[src/rtl/core/reqq_pkg.sv]
package reqq_pkg;

  localparam int SLOT_COUNT_DEFAULT = 8;
  localparam int QUEUE_DEPTH = 4;

  localparam int TIME_W = 32;
  localparam int CFG_W = 16;
  localparam int CODE_W = 8;
  localparam int LINE_W = 3;
  localparam int LINE_COUNT = 7;

  localparam int IN_DATA_W = 40;
  localparam int OUT_DATA_W = 16;

  localparam logic [LINE_W-1:0] LINE_BUTTON = 3'd6;

  localparam logic [CODE_W-1:0] CODE_VALID = 8'h80;
  localparam logic [CODE_W-1:0] CODE_BUTTON = 8'h40;

  localparam logic [CFG_W-1:0] TIMEOUT_RESET = 16'd500;
  localparam logic [CFG_W-1:0] TIMEIN_RESET = 16'd5;
  localparam logic [CFG_W-1:0] COOLDOWN_RESET = 16'd10;
  localparam logic [CFG_W-1:0] DEBOUNCE_RESET = 16'd100;

  typedef enum logic [2:0] {
    STATUS_STORED   = 3'd0,
    STATUS_REJECTED = 3'd1,
    STATUS_FULL     = 3'd2,
    STATUS_UNKNOWN  = 3'd3,
    STATUS_RELEASED = 3'd4
  } status_t;

  typedef enum logic [1:0] {
    CFG_TIMEOUT  = 2'd0,
    CFG_TIMEIN   = 2'd1,
    CFG_COOLDOWN = 2'd2,
    CFG_DEBOUNCE = 2'd3
  } cfg_index_t;

  // One classified request as it waits between the front and the back.
  typedef struct packed {
    logic              release_op;
    logic              known;
    logic [LINE_W-1:0] line;
    logic              rising;
    logic [TIME_W-1:0] time_ms;
    logic [2:0]        release_index;
  } item_t;

endpackage

[src/rtl/core/rotary_edge_qualifier_queue_unit.sv]
// Channel  Direction  Handshake          Contents
// s_       in         s_tvalid/s_tready  edge event or slot release request
// m_       out        m_tvalid/m_tready  one result per request
// cfg_     in         cfg_we             timing register writes
//
// Sustained rate is one request per cycle while the output is not stalled; the back
// end reads the edge tables and slot queue and updates them as it executes a
// request. A request is written into the queue at the accepting edge and executes
// from its head once the output can take a result, which m_tvalid then shows.
// After reset all edge times, the cooldown mark and the slots are cleared at
// once; no clearing pass. A stalled output holds its result while the request
// queue keeps taking up to four more requests.
module rotary_edge_qualifier_queue_unit #(
  parameter int SLOT_COUNT = reqq_pkg::SLOT_COUNT_DEFAULT
) (
  input  logic                            clk,
  input  logic                            rst,
  input  logic                            s_tvalid,
  output logic                            s_tready,
  // s_tdata: pin_number[3:0], rising_edge[4], time_ms[36:5], release_index[39:37]
  input  logic [reqq_pkg::IN_DATA_W-1:0]  s_tdata,
  // s_tuser: operation[0]
  input  logic                            s_tuser,
  output logic                            m_tvalid,
  input  logic                            m_tready,
  // m_tdata: slot_index[2:0], event_code[10:3], zero fill[15:11]
  output logic [reqq_pkg::OUT_DATA_W-1:0] m_tdata,
  // m_tuser: status[2:0]
  output logic [2:0]                      m_tuser,
  input  logic                            cfg_we,
  input  logic [1:0]                      cfg_index,
  input  logic [reqq_pkg::CFG_W-1:0]      cfg_data
);

  reqq_pkg::item_t            front_item;
  reqq_pkg::item_t            q_item;
  logic                       q_valid;
  logic                       q_pop;
  logic [2:0]                 slot_index;
  logic [reqq_pkg::CODE_W-1:0] event_code;

  reqq_front u_front (
    .s_tuser (s_tuser),
    .s_tdata (s_tdata),
    .item    (front_item)
  );

  reqq_fifo u_fifo (
    .clk       (clk),
    .rst       (rst),
    .in_valid  (s_tvalid),
    .in_ready  (s_tready),
    .in_item   (front_item),
    .out_valid (q_valid),
    .out_pop   (q_pop),
    .out_item  (q_item)
  );

  reqq_back #(
    .SLOT_COUNT (SLOT_COUNT)
  ) u_back (
    .clk        (clk),
    .rst        (rst),
    .cfg_we     (cfg_we),
    .cfg_index  (cfg_index),
    .cfg_data   (cfg_data),
    .q_valid    (q_valid),
    .q_item     (q_item),
    .q_pop      (q_pop),
    .m_tvalid   (m_tvalid),
    .m_tready   (m_tready),
    .status     (m_tuser),
    .slot_index (slot_index),
    .event_code (event_code)
  );

  assign m_tdata = {5'd0, event_code, slot_index};

endmodule

[src/rtl/core/reqq_front.sv]
module reqq_front (
  input  logic                            s_tuser,
  input  logic [reqq_pkg::IN_DATA_W-1:0]  s_tdata,
  output reqq_pkg::item_t                 item
);

  localparam logic [3:0] PIN_A1 = 4'd0;
  localparam logic [3:0] PIN_A2 = 4'd3;
  localparam logic [3:0] PIN_B1 = 4'd1;
  localparam logic [3:0] PIN_B2 = 4'd9;
  localparam logic [3:0] PIN_C1 = 4'd10;
  localparam logic [3:0] PIN_C2 = 4'd5;
  localparam logic [3:0] PIN_BUTTON = 4'd6;

  logic [3:0] pin_number;

  assign pin_number = s_tdata[3:0];

  always_comb begin
    item.release_op    = s_tuser;
    item.rising        = s_tdata[4];
    item.time_ms       = s_tdata[36:5];
    item.release_index = s_tdata[39:37];
    item.known         = 1'b1;
    case (pin_number)
      PIN_A1:     item.line = 3'd0;
      PIN_A2:     item.line = 3'd1;
      PIN_B1:     item.line = 3'd2;
      PIN_B2:     item.line = 3'd3;
      PIN_C1:     item.line = 3'd4;
      PIN_C2:     item.line = 3'd5;
      PIN_BUTTON: item.line = reqq_pkg::LINE_BUTTON;
      default: begin
        item.line  = 3'd0;
        item.known = 1'b0;
      end
    endcase
  end

endmodule

[src/rtl/core/reqq_fifo.sv]
module reqq_fifo (
  input  logic            clk,
  input  logic            rst,
  input  logic            in_valid,
  output logic            in_ready,
  input  reqq_pkg::item_t in_item,
  output logic            out_valid,
  input  logic            out_pop,
  output reqq_pkg::item_t out_item
);

  localparam int DEPTH = reqq_pkg::QUEUE_DEPTH;
  localparam int PTR_W = $clog2(DEPTH);
  localparam int CNT_W = $clog2(DEPTH + 1);

  reqq_pkg::item_t  mem [DEPTH];
  logic [PTR_W-1:0] wr_ptr;
  logic [PTR_W-1:0] rd_ptr;
  logic [CNT_W-1:0] count;
  logic             push;
  logic             pop;

  assign in_ready  = (count != CNT_W'(DEPTH));
  assign out_valid = (count != '0);
  assign push      = in_valid && in_ready;
  assign pop       = out_pop && out_valid;
  assign out_item  = mem[rd_ptr];

  always_ff @(posedge clk) begin
    if (push) begin
      mem[wr_ptr] <= in_item;
    end
  end

  always_ff @(posedge clk) begin
    if (rst) begin
      wr_ptr <= '0;
      rd_ptr <= '0;
      count  <= '0;
    end else begin
      if (push) begin
        wr_ptr <= wr_ptr + PTR_W'(1);
      end
      if (pop) begin
        rd_ptr <= rd_ptr + PTR_W'(1);
      end
      if (push && !pop) begin
        count <= count + CNT_W'(1);
      end else if (pop && !push) begin
        count <= count - CNT_W'(1);
      end
    end
  end

endmodule

[src/rtl/core/reqq_back.sv]
module reqq_back #(
  parameter int SLOT_COUNT = reqq_pkg::SLOT_COUNT_DEFAULT
) (
  input  logic                        clk,
  input  logic                        rst,
  input  logic                        cfg_we,
  input  logic [1:0]                  cfg_index,
  input  logic [reqq_pkg::CFG_W-1:0]  cfg_data,
  input  logic                        q_valid,
  input  reqq_pkg::item_t             q_item,
  output logic                        q_pop,
  output logic                        m_tvalid,
  input  logic                        m_tready,
  output logic [2:0]                  status,
  output logic [2:0]                  slot_index,
  output logic [reqq_pkg::CODE_W-1:0] event_code
);

  localparam int SLOT_W = (SLOT_COUNT > 1) ? $clog2(SLOT_COUNT) : 1;
  localparam int TW = reqq_pkg::TIME_W;
  localparam int CW = reqq_pkg::CODE_W;
  localparam int PAD_W = TW - reqq_pkg::CFG_W;

  logic [reqq_pkg::CFG_W-1:0] rotation_timeout_ms;
  logic [reqq_pkg::CFG_W-1:0] rotation_timein_ms;
  logic [reqq_pkg::CFG_W-1:0] rotation_cooldown_ms;
  logic [reqq_pkg::CFG_W-1:0] button_debounce_ms;

  logic [TW-1:0]         rise_times [reqq_pkg::LINE_COUNT];
  logic [TW-1:0]         fall_times [reqq_pkg::LINE_COUNT];
  logic [TW-1:0]         last_rotation_time;
  logic [SLOT_COUNT-1:0] slot_full;
  logic [CW-1:0]         slot_codes [SLOT_COUNT];

  logic                  exec;
  logic                  any_empty;
  logic [SLOT_W-1:0]     pick;
  logic [31:0]           pick_wide;
  logic [2:0]            partner;
  logic [TW-1:0]         partner_time;
  logic [TW-1:0]         interval;
  logic [TW-1:0]         since_last;
  logic [TW-1:0]         since_rise;
  logic [TW-1:0]         since_fall;
  logic                  rot_ok;
  logic                  btn_ok;
  logic [CW-1:0]         rot_code;
  logic                  rel_in_range;
  logic [SLOT_W-1:0]     rel_slot;
  logic                  edge_live;
  logic                  do_store;
  logic                  rot_store;
  reqq_pkg::status_t     res_status;
  logic [2:0]            res_slot;
  logic [CW-1:0]         res_code;

  assign exec  = q_valid && (!m_tvalid || m_tready);
  assign q_pop = exec;

  // Highest-numbered empty slot wins: later iterations override earlier ones.
  always_comb begin
    any_empty = 1'b0;
    pick      = '0;
    for (int i = 0; i < SLOT_COUNT; i++) begin
      if (!slot_full[i]) begin
        any_empty = 1'b1;
        pick      = SLOT_W'(i);
      end
    end
  end

  assign pick_wide = 32'(pick);

  assign partner      = (q_item.line == reqq_pkg::LINE_BUTTON) ? 3'd0 : (q_item.line ^ 3'd1);
  assign partner_time = q_item.rising ? rise_times[partner] : fall_times[partner];
  assign interval     = q_item.time_ms - partner_time;
  assign since_last   = q_item.time_ms - last_rotation_time;
  assign since_rise   = q_item.time_ms - rise_times[reqq_pkg::LINE_BUTTON];
  assign since_fall   = q_item.time_ms - fall_times[reqq_pkg::LINE_BUTTON];

  // A negative interval means the partner edge is newer, which never counts.
  assign rot_ok = !interval[TW-1]
                  && (interval < {{PAD_W{1'b0}}, rotation_timeout_ms})
                  && (interval > {{PAD_W{1'b0}}, rotation_timein_ms})
                  && (since_last > {{PAD_W{1'b0}}, rotation_cooldown_ms});
  assign btn_ok = (since_rise > {{PAD_W{1'b0}}, button_debounce_ms})
                  && (since_fall > {{PAD_W{1'b0}}, button_debounce_ms});
  assign rot_code = reqq_pkg::CODE_VALID | (CW'(1) << q_item.line);

  assign rel_in_range = ({29'd0, q_item.release_index} < 32'(SLOT_COUNT));
  assign rel_slot     = SLOT_W'(q_item.release_index);
  assign edge_live    = !q_item.release_op && any_empty && q_item.known;

  always_comb begin
    res_status = reqq_pkg::STATUS_REJECTED;
    res_slot   = 3'd0;
    res_code   = '0;
    do_store   = 1'b0;
    rot_store  = 1'b0;
    if (q_item.release_op) begin
      res_status = reqq_pkg::STATUS_RELEASED;
      res_slot   = q_item.release_index;
      if (rel_in_range && slot_full[rel_slot]) begin
        res_code = slot_codes[rel_slot];
      end
    end else if (!any_empty) begin
      res_status = reqq_pkg::STATUS_FULL;
    end else if (!q_item.known) begin
      res_status = reqq_pkg::STATUS_UNKNOWN;
    end else if (q_item.line == reqq_pkg::LINE_BUTTON) begin
      res_slot = pick_wide[2:0];
      if (q_item.rising && btn_ok) begin
        res_status = reqq_pkg::STATUS_STORED;
        res_code   = reqq_pkg::CODE_VALID | reqq_pkg::CODE_BUTTON;
        do_store   = 1'b1;
      end
    end else begin
      res_slot = pick_wide[2:0];
      if (rot_ok) begin
        res_status = reqq_pkg::STATUS_STORED;
        res_code   = rot_code;
        do_store   = 1'b1;
        rot_store  = 1'b1;
      end
    end
  end

  always_ff @(posedge clk) begin
    if (rst) begin
      rotation_timeout_ms  <= reqq_pkg::TIMEOUT_RESET;
      rotation_timein_ms   <= reqq_pkg::TIMEIN_RESET;
      rotation_cooldown_ms <= reqq_pkg::COOLDOWN_RESET;
      button_debounce_ms   <= reqq_pkg::DEBOUNCE_RESET;
    end else if (cfg_we) begin
      case (reqq_pkg::cfg_index_t'(cfg_index))
        reqq_pkg::CFG_TIMEOUT:  rotation_timeout_ms  <= cfg_data;
        reqq_pkg::CFG_TIMEIN:   rotation_timein_ms   <= cfg_data;
        reqq_pkg::CFG_COOLDOWN: rotation_cooldown_ms <= cfg_data;
        reqq_pkg::CFG_DEBOUNCE: button_debounce_ms   <= cfg_data;
        default: ;
      endcase
    end
  end

  // Edge time tables. A rotary edge also clears the line's opposite entry.
  always_ff @(posedge clk) begin
    if (rst) begin
      for (int i = 0; i < reqq_pkg::LINE_COUNT; i++) begin
        rise_times[i] <= '0;
        fall_times[i] <= '0;
      end
      last_rotation_time <= '0;
    end else if (exec && edge_live) begin
      if (q_item.line == reqq_pkg::LINE_BUTTON) begin
        if (q_item.rising) begin
          rise_times[reqq_pkg::LINE_BUTTON] <= q_item.time_ms;
        end else begin
          fall_times[reqq_pkg::LINE_BUTTON] <= q_item.time_ms;
        end
      end else if (q_item.rising) begin
        rise_times[q_item.line] <= q_item.time_ms;
        fall_times[q_item.line] <= '0;
      end else begin
        fall_times[q_item.line] <= q_item.time_ms;
        rise_times[q_item.line] <= '0;
      end
      if (rot_store) begin
        last_rotation_time <= q_item.time_ms;
      end
    end
  end

  always_ff @(posedge clk) begin
    if (exec && do_store) begin
      slot_codes[pick] <= res_code;
    end
  end

  always_ff @(posedge clk) begin
    if (rst) begin
      slot_full <= '0;
    end else if (exec) begin
      if (do_store) begin
        slot_full[pick] <= 1'b1;
      end else if (q_item.release_op && rel_in_range) begin
        slot_full[rel_slot] <= 1'b0;
      end
    end
  end

  always_ff @(posedge clk) begin
    if (rst) begin
      m_tvalid <= 1'b0;
    end else if (exec) begin
      m_tvalid <= 1'b1;
    end else if (m_tready) begin
      m_tvalid <= 1'b0;
    end
  end

  always_ff @(posedge clk) begin
    if (exec) begin
      status     <= res_status;
      slot_index <= res_slot;
      event_code <= res_code;
    end
  end

endmodule

[config.mk]
export PLATFORM = sky130hd
export DESIGN_NAME = rotary_edge_qualifier_queue_unit
export DESIGN_NICKNAME = d
export VERILOG_FILES = /design/src/rtl/core/reqq_pkg.sv /design/src/rtl/core/rotary_edge_qualifier_queue_unit.sv /design/src/rtl/core/reqq_front.sv /design/src/rtl/core/reqq_fifo.sv /design/src/rtl/core/reqq_back.sv
export SDC_FILE = /design/constraint.sdc
export NUM_CORES = 2
export LEC_CHECK = 0
export ABC_AREA = 1
export BUFFER_PORTS_ARGS = -buffer_cell sky130_fd_sc_hd__buf_2
export CORE_ASPECT_RATIO = 2
export CORE_MARGIN = 2
export CORE_UTILIZATION = 50
export DETAILED_ROUTE_END_ITERATION = 10
export GPL_ROUTABILITY_DRIVEN = 0
export HOLD_SLACK_MARGIN = 0.1
export PLACE_DENSITY = 0.68
export SLEW_MARGIN = 40
export SYNTH_ARGS = -nofsm -noshare
export SYNTH_HDL_FRONTEND = slang
export SYNTH_SLANG_ARGS = --single-unit
[constraint.sdc]
create_clock -name clk -period 10.07 [get_ports clk]
set_input_delay 2.014 -clock clk [delete_from_list [all_inputs] [get_ports clk]]
set_output_delay 2.014 -clock clk [all_outputs]
set_load 0.01 [all_outputs]
# [After elaboration in Yosys (flattened, before gate mapping)]
# Memories as Yosys holds them, arrays and structs flattened. A register that Yosys moved wholly into a read port is not among the register bits.
# Index checks and enable logic that the tools add are counted.
# W data, S select, Z words.
[op_classes] add_sub_neg=8 mul=0 n_div=0 n_lt_le_gt_ge=9 n_eq_ne=11 n_shift=1 mux=92 bitwise=9 n_reduce_logical=38
[ops] cell="$mux W32" count=7
[ops] cell="$gt A32 B16 Y1" count=4
[ops] cell="$sub A32 B32 Y32" count=4
[ops] cell="$mux W8" count=9
[ops] cell="$reduce_or A32 Y1" count=2
[ops] cell="$mux W1" count=53
[ops] cell="$mux W3" count=17
[ops] cell="$lt A32 B16 Y1" count=1
[ops] cell="$pmux W3 S6" count=1
[ops] cell="$logic_and A1 B1 Y1" count=16
[ops] cell="$reduce_and A2 Y1" count=6
[ops] cell="$and A8 B8 Y8" count=1
[ops] cell="$eq A4 B3 Y1 const B" count=2
[ops] cell="$eq A4 B4 Y1 const B" count=2
[ops] cell="$lt A3 B4 Y1 const B" count=2
[ops] cell="$not A8 Y8" count=1
[ops] cell="$or A8 B8 Y8" count=1
[ops] cell="$reduce_or A7 Y1" count=1
[ops] cell="$shl A1 B3 Y7 const A" count=1
[ops] cell="$demux W1 S3" count=2
[ops] cell="$ge A3 B1 Y1 const B" count=2
[ops] cell="$reduce_bool A2 Y1" count=3
[ops] cell="$logic_not A1 Y1" count=5
[ops] cell="$add A2 B1 Y2 const B" count=2
[ops] cell="17 further kinds" count=23
[totals] register_bits=126 latchBits=0 mem_bits_rw=676 mem_bits_ro=0 input_bits=64 out_inout_bits=21 word_cells=186 n_memories=4
[memory_table] name="u_back.fall_times" depth=7 word_bits=32 read_ports=2 rd_ports_with_merged_regs=0 wr=7 line="reqq_back.sv:30" source="logic [TW-1:0] fall_times [reqq_pkg::LINE_COUNT];"
[memory_table] name="u_back.rise_times" depth=7 word_bits=32 read_ports=2 rd_ports_with_merged_regs=0 wr=7 line="reqq_back.sv:29" source="logic [TW-1:0] rise_times [reqq_pkg::LINE_COUNT];"
[memory_table] name="u_fifo.mem" depth=4 word_bits=41 read_ports=1 rd_ports_with_merged_regs=1 wr=1 line="reqq_fifo.sv:16" source="reqq_pkg::item_t mem [DEPTH];"
[memory_table] name="u_back.slot_codes" depth=8 word_bits=8 read_ports=1 rd_ports_with_merged_regs=0 wr=1 line="reqq_back.sv:33" source="logic [CW-1:0] slot_codes [SLOT_COUNT];"

# [Logic depth before layout (Yosys ltp)]
[depth] ltp_word=17 mapped_depth=45 mapped_depth_nobuf=41

# [Cells and area by module]
# From an unflattened synthesis, not the netlist that was laid out.
[hier_totals] hier_cells=5551 area_unflattened_um2=48021.1
[by_module_without_submodules] mod="reqq_back" instances=1 cells_per_inst=5016 area_each_um2=41016.8 seq_area_each_um2=19819.0
[by_module_without_submodules] mod="reqq_fifo" instances=1 cells_per_inst=464 area_each_um2=6568.8 seq_area_each_um2=5104.9
[by_module_without_submodules] mod="reqq_front" instances=1 cells_per_inst=65 area_each_um2=394.1 seq_area_each_um2=0.0
[by_module_without_submodules] mod="rotary_edge_qualifier_queue_unit" instances=1 cells_per_inst=6 area_each_um2=41.3 seq_area_each_um2=0.0

# [Least setup slack after synthesis]
# Ideal clock, no wire load.
[synth_timing] path_kind="input-to-reg" start="input m_tready" end="memory u_back.fall_times[5][0] (netlist name), enable pin" setup_ns=0.661 arrival_time_ns=10.109 t_required_ns=9.409 path_slack_ns=-0.700 stages=6 path_buffers=0 cell_sequence="nor2_1 a31oi_1 inv_1 nor2_4 inv_2 o41ai_1"
[synth_lines] element="start: declaration" line="rotary_edge_qualifier_queue_unit.sv:25" source="input logic m_tready,"
[synth_lines] element="end: declaration" line="reqq_back.sv:30"

==> implementation parameters <==
Parameter                              Value

Run status
  Status ... complete, no violations

Timing
  Final cycle utilization of the critical path ... 82.4%
  Slew HR ... 36.8%
  Fin Clk Skew ... 0.0515 ns
  Final setup vio count ... 0
  Time the final worst path needs with I/O delays and setup ... 8.29 ns
  Max-slew violation total from the final report ... 0
  Setup TNS ... 0 ns
  Fin. Hold Viols ... 0
  RSZ-0062 raised after global routing ... no
  Worst Max-Slew Pin Slew ... 0.938 ns
  Highest clock frequency the design can meet ... 0.121 GHz

Hold path
  Hold Startpoint ... u_back.rotation_cooldown_ms[7]$_SDFFE_PP0P_
  Worst Hold Path EP ... u_back.rotation_cooldown_ms[7]$_SDFFE_PP0P_
  Classification of the worst-slack hold path ... register to register
  Hold Path Depth ... 2

CTS
  Clk pin slew, worst setup/hold paths ... 0.07 ns
  Number of CTS-inserted buffers ... 77
  Setup repair bufs after CTS ... 0
  Number of buffers on the longest clock path ... 3
  CTS hold repair buffers ... 0
  Post_cts resized ... 0
  Maximum level of the CTS H-tree ... 3
  Cell at the root of the clock tree ... sky130_fd_sc_hd__clkbuf_16
  Clock Sinks ... 868
  Clock Latency Late Sink ... 0.73 ns
  TritonCTS clock tree ... done

Global route
  Number of global-route vias before repair ... 39600
  Global-route wire length before repair ... 245000 um
  Maximum number of pins on one net before global-route repair ... 113
  Global route total overflow ... 0
  Initial antenna violation count ... 20
  All-Layer GR Usage ... 35.3%

Cells and area
  Non-filler instance count after layout ... 6588
  Share of layout cells above drive strength 1 ... 7.64%
  Layout Cell Area excl Fill ... 0.0516 mm^2
  # nets final ... 5590
  Post-route core utilization ... 55.6%
  Layout Area Growth over Synthesis ... 10.3%

Setup path
  Critical Path Source Type ... register
  Delay of the slowest critical-path stage ... 0.55 ns
  Setup slack on the worst flop-to-flop path ... 1.78 ns
  Critical path capture point type ... register
  Class of the most critical setup path ... register to register
  Worst path top cell family by delay ... simple AND/OR/NAND/NOR gates
  Required @ worst endpoint ... 10.49 ns
  Worst reg2reg path endpoint ... u_back.slot_codes[4][1]$_DFFE_PP_
  Count of buffering cells on the critical path with inverters included ... 5
  Worst EP arrival ... 8.71 ns
  Worst-path fanout max ... 63
  Number of cell instances on the worst register-to-register path ... 36
  Crit path max-delay cell type ... sky130_fd_sc_hd__inv_4

Floorplan
  Die outline width ... 220 um
  Die area ... 0.0961 mm^2
  Row Count ... 158
  Std-Cell Core Area ... 0.0927 mm^2
  Die height ... 436 um
  Initial Util ... 50.4%
  Num ports ... 85

Synthesis
  Synth Area in Simple Gates ... 19.4%
  Post-Synth Adder-Cell Area ... 5.78%
  Mean area per synthesized cell ... 8.88 um^2
  Fraction of synthesized area in multiplexers ... 0%
  Mapped Cells ... 5267
  Sequential cell area fraction in the yosys report ... 53.3%
  Compound-Gate Fraction of Synth Area ... 12.8%
  Synth warnings ... 0
  Register bit total from synthesis ... 868
  Post-synthesis xor/xnor area fraction ... 1.33%
  Main combinational cell family by area after synthesis ... simple AND/OR/NAND/NOR gates
  Number of synthesized flops with an enable pin ... 754
  Post-Synthesis Cell Area ... 0.0468 mm^2
  Number of different library cells in the post-synthesis netlist ... 60
  Primary FF master, synth ... sky130_fd_sc_hd__edfxtp_1
  Synth async-reset ratio ... 0%

Drt
  DRC ... 0
  Starting DRT DRC Count ... 4430
  Via count of the routed design ... 40100
  Detailed-routing iteration count for the pre-antenna-repair pass ... 6
  WL per Instance ... 25.6 um
  Routed Antenna Nets ... 0
  Final wirelength ... 168000 um
  Number of vias per cell ... 6.09

Placement
  Placed Cells ... 6431
  Post-DP HPWL ... 114000 um
  Number of port buffers ... 79
  Post-DP Area ... 0.0487 mm^2

Job
  Max-cap violation count ... 0
[state kept, by name, indices dropped and copies added (netlist names), named ones only]
| register | flops |
|---|---|
| u_back.slot_index | 3 |
| u_back.status | 3 |
| u_fifo.mem | 164 |
| u_back.last_rotation_time | 32 |
| u_fifo.rd_ptr | 2 |
| u_fifo.count | 3 |
| u_back.event_code | 8 |
| u_back.m_tvalid | 1 |
| u_back.rotation_timeout_ms | 16 |
| u_back.slot_full | 8 |
| u_back.slot_codes | 64 |
| u_back.rotation_timein_ms | 16 |
| u_fifo.wr_ptr | 2 |
| u_back.rise_times | 256 |
| u_back.fall_times | 256 |
| u_back.button_debounce_ms | 16 |
| u_back.rotation_cooldown_ms | 16 |
[synth_stat cells (4+ instances only)]
cell                       instances  share of area (%)
sky130_fd_sc_hd__a32o_1           10               0.21
sky130_fd_sc_hd__nor2_1          971                7.8
sky130_fd_sc_hd__fa_1              5               0.21
sky130_fd_sc_hd__a21oi_2          28               0.52
sky130_fd_sc_hd__xnor2_1          12               0.22
sky130_fd_sc_hd__o311ai_0         68                1.3
sky130_fd_sc_hd__a21oi_1         328                3.5
sky130_fd_sc_hd__inv_2            14               0.11
sky130_fd_sc_hd__o221ai_1          8               0.15
sky130_fd_sc_hd__o22ai_1          26               0.35
sky130_fd_sc_hd__nor3_1           43               0.46
sky130_fd_sc_hd__a31oi_1          14               0.19
sky130_fd_sc_hd__nand2_1         949                7.6
sky130_fd_sc_hd__clkbuf_1        141                1.1
sky130_fd_sc_hd__xor2_1           59                1.1
sky130_fd_sc_hd__nand3_1         189                2.0
sky130_fd_sc_hd__nor4_1            9               0.12
sky130_fd_sc_hd__nand3b_1          9               0.14
sky130_fd_sc_hd__a21o_1           10               0.16
sky130_fd_sc_hd__nand4_1          54               0.72
sky130_fd_sc_hd__o211ai_1         50               0.80
sky130_fd_sc_hd__a21boi_0         10               0.16
sky130_fd_sc_hd__edfxtp_1        754                 48
sky130_fd_sc_hd__a32oi_1          33               0.62
sky130_fd_sc_hd__o32ai_1          37               0.69
sky130_fd_sc_hd__buf_6             7               0.17
sky130_fd_sc_hd__nand3_2           4              0.086
sky130_fd_sc_hd__o21a_1            6              0.096
sky130_fd_sc_hd__nand2_2           4              0.054
sky130_fd_sc_hd__o21bai_1         14               0.22
sky130_fd_sc_hd__buf_2            36               0.39
sky130_fd_sc_hd__ha_1            208                5.6
sky130_fd_sc_hd__buf_1            17               0.14
sky130_fd_sc_hd__inv_1           652                5.2
sky130_fd_sc_hd__o21ai_1          29               0.31
sky130_fd_sc_hd__dfxtp_1         114                4.9
sky130_fd_sc_hd__buf_4            14               0.22
sky130_fd_sc_hd__o21ai_0         291                3.1
[worst min-delay path, stage by stage, from the launching register on]
cell and delay [ns]:
sky130_fd_sc_hd__dfxtp_1 0.30, sky130_fd_sc_hd__inv_1 0.06, sky130_fd_sc_hd__a21oi_1 0.05
[cell type report]
class / count / area, um^2
Inverter: 666 / 2510
Multi-Input combinational cell: 3522 / 18700
Clock inverter: 48 / 671
Antenna cell: 10 / 25.0
Fill cell: 8254 / 41100
Sequential cell: 868 / 24900
Tap cell: 1200 / 1500
Timing Repair Buffer: 178 / 1230
Clock buffer: 96 / 2050
[layer usage]
| layer | wire, um | global-route usage [%] | up-vias |
|---|---|---|---|
| li1 | - | - | 18000 |
| met1 | 51000 | 33.9 | 18900 |
| met3 | 18600 | 13.9 | 925 |
| met5 | 162 | 0.0521 | - |
| met2 | 80800 | 57.0 | 2341 |
| met4 | 17800 | 32.3 | 18 |
[how the worst max path moves through the flow]
stage	from	end	slack, ns	cells after the start
final	register	u_back.slot_codes[4][1]$_DFFE_PP_	1.78	36
after global routing	register	u_back.slot_codes[7][4]$_DFFE_PP_	1.36	36
after global placement	register	u_back.slot_codes[0][4]$_DFFE_PP_	1.88	34
after detailed placement	register	u_back.slot_codes[4][1]$_DFFE_PP_	2.00	36
after CTS	register	u_back.slot_codes[4][1]$_DFFE_PP_	1.94	35
after floorplan	m_tready	u_back.fall_times[7][0]$_DFFE_PP_	2.21	8
[kinds of logic (layout without fill, tap and decap cells)]
group	Yosys count	count (layout)
AO/OA/AOI/OAI	983	983
buffers and inverters	881	988
AND/OR/NAND/NOR	2250	2250
adder cells (fa/ha/maj)	213	213
flip-flops	868	868
XOR/XNOR	71	71
other	1	15
[placed cells by master, fill, tap and decap left out, types with 10 or more instances in the layout]
cell / count
sky130_fd_sc_hd__nor2_1: 965
sky130_fd_sc_hd__xor2_1: 59
sky130_fd_sc_hd__o311ai_0: 68
sky130_fd_sc_hd__o32ai_1: 37
sky130_fd_sc_hd__clkbuf_16: 77
sky130_fd_sc_hd__a32o_1: 10
sky130_fd_sc_hd__clkinv_2: 13
sky130_fd_sc_hd__xnor2_1: 12
sky130_fd_sc_hd__o22ai_1: 24
sky130_fd_sc_hd__nor3_1: 35
sky130_fd_sc_hd__ha_1: 208
sky130_fd_sc_hd__a32oi_1: 31
sky130_fd_sc_hd__a21oi_2: 29
sky130_fd_sc_hd__o211ai_1: 50
sky130_fd_sc_hd__a21o_1: 10
sky130_fd_sc_hd__dfxtp_1: 113
sky130_fd_sc_hd__inv_2: 16
sky130_fd_sc_hd__o21ai_0: 289
sky130_fd_sc_hd__o21bai_1: 14
sky130_fd_sc_hd__a21oi_1: 327
sky130_fd_sc_hd__o21ai_1: 30
sky130_fd_sc_hd__buf_2: 80
sky130_fd_sc_hd__nand4_1: 54
sky130_fd_sc_hd__diode_2: 10
sky130_fd_sc_hd__bufinv_16: 10
sky130_fd_sc_hd__inv_1: 648
sky130_fd_sc_hd__nand2_1: 938
sky130_fd_sc_hd__clkbuf_1: 14
sky130_fd_sc_hd__edfxtp_1: 754
sky130_fd_sc_hd__buf_4: 89
sky130_fd_sc_hd__nand3_1: 188
sky130_fd_sc_hd__a31oi_1: 13
[through the flow]
| step | setup slack [ns] | hold WS (ns) |
|---|---|---|
| after floorplan | 2.21 | 0.435 |
| after global placement | 1.88 | 0.450 |
| after detailed placement | 2.00 | 0.456 |
| after CTS | 1.94 | 0.466 |
| after global routing | 1.36 | 0.488 |
| final | 1.78 | 0.459 |
Power is not shown: default switching activity piles up to over one toggle a cycle in this logic, so the estimate is an artifact.
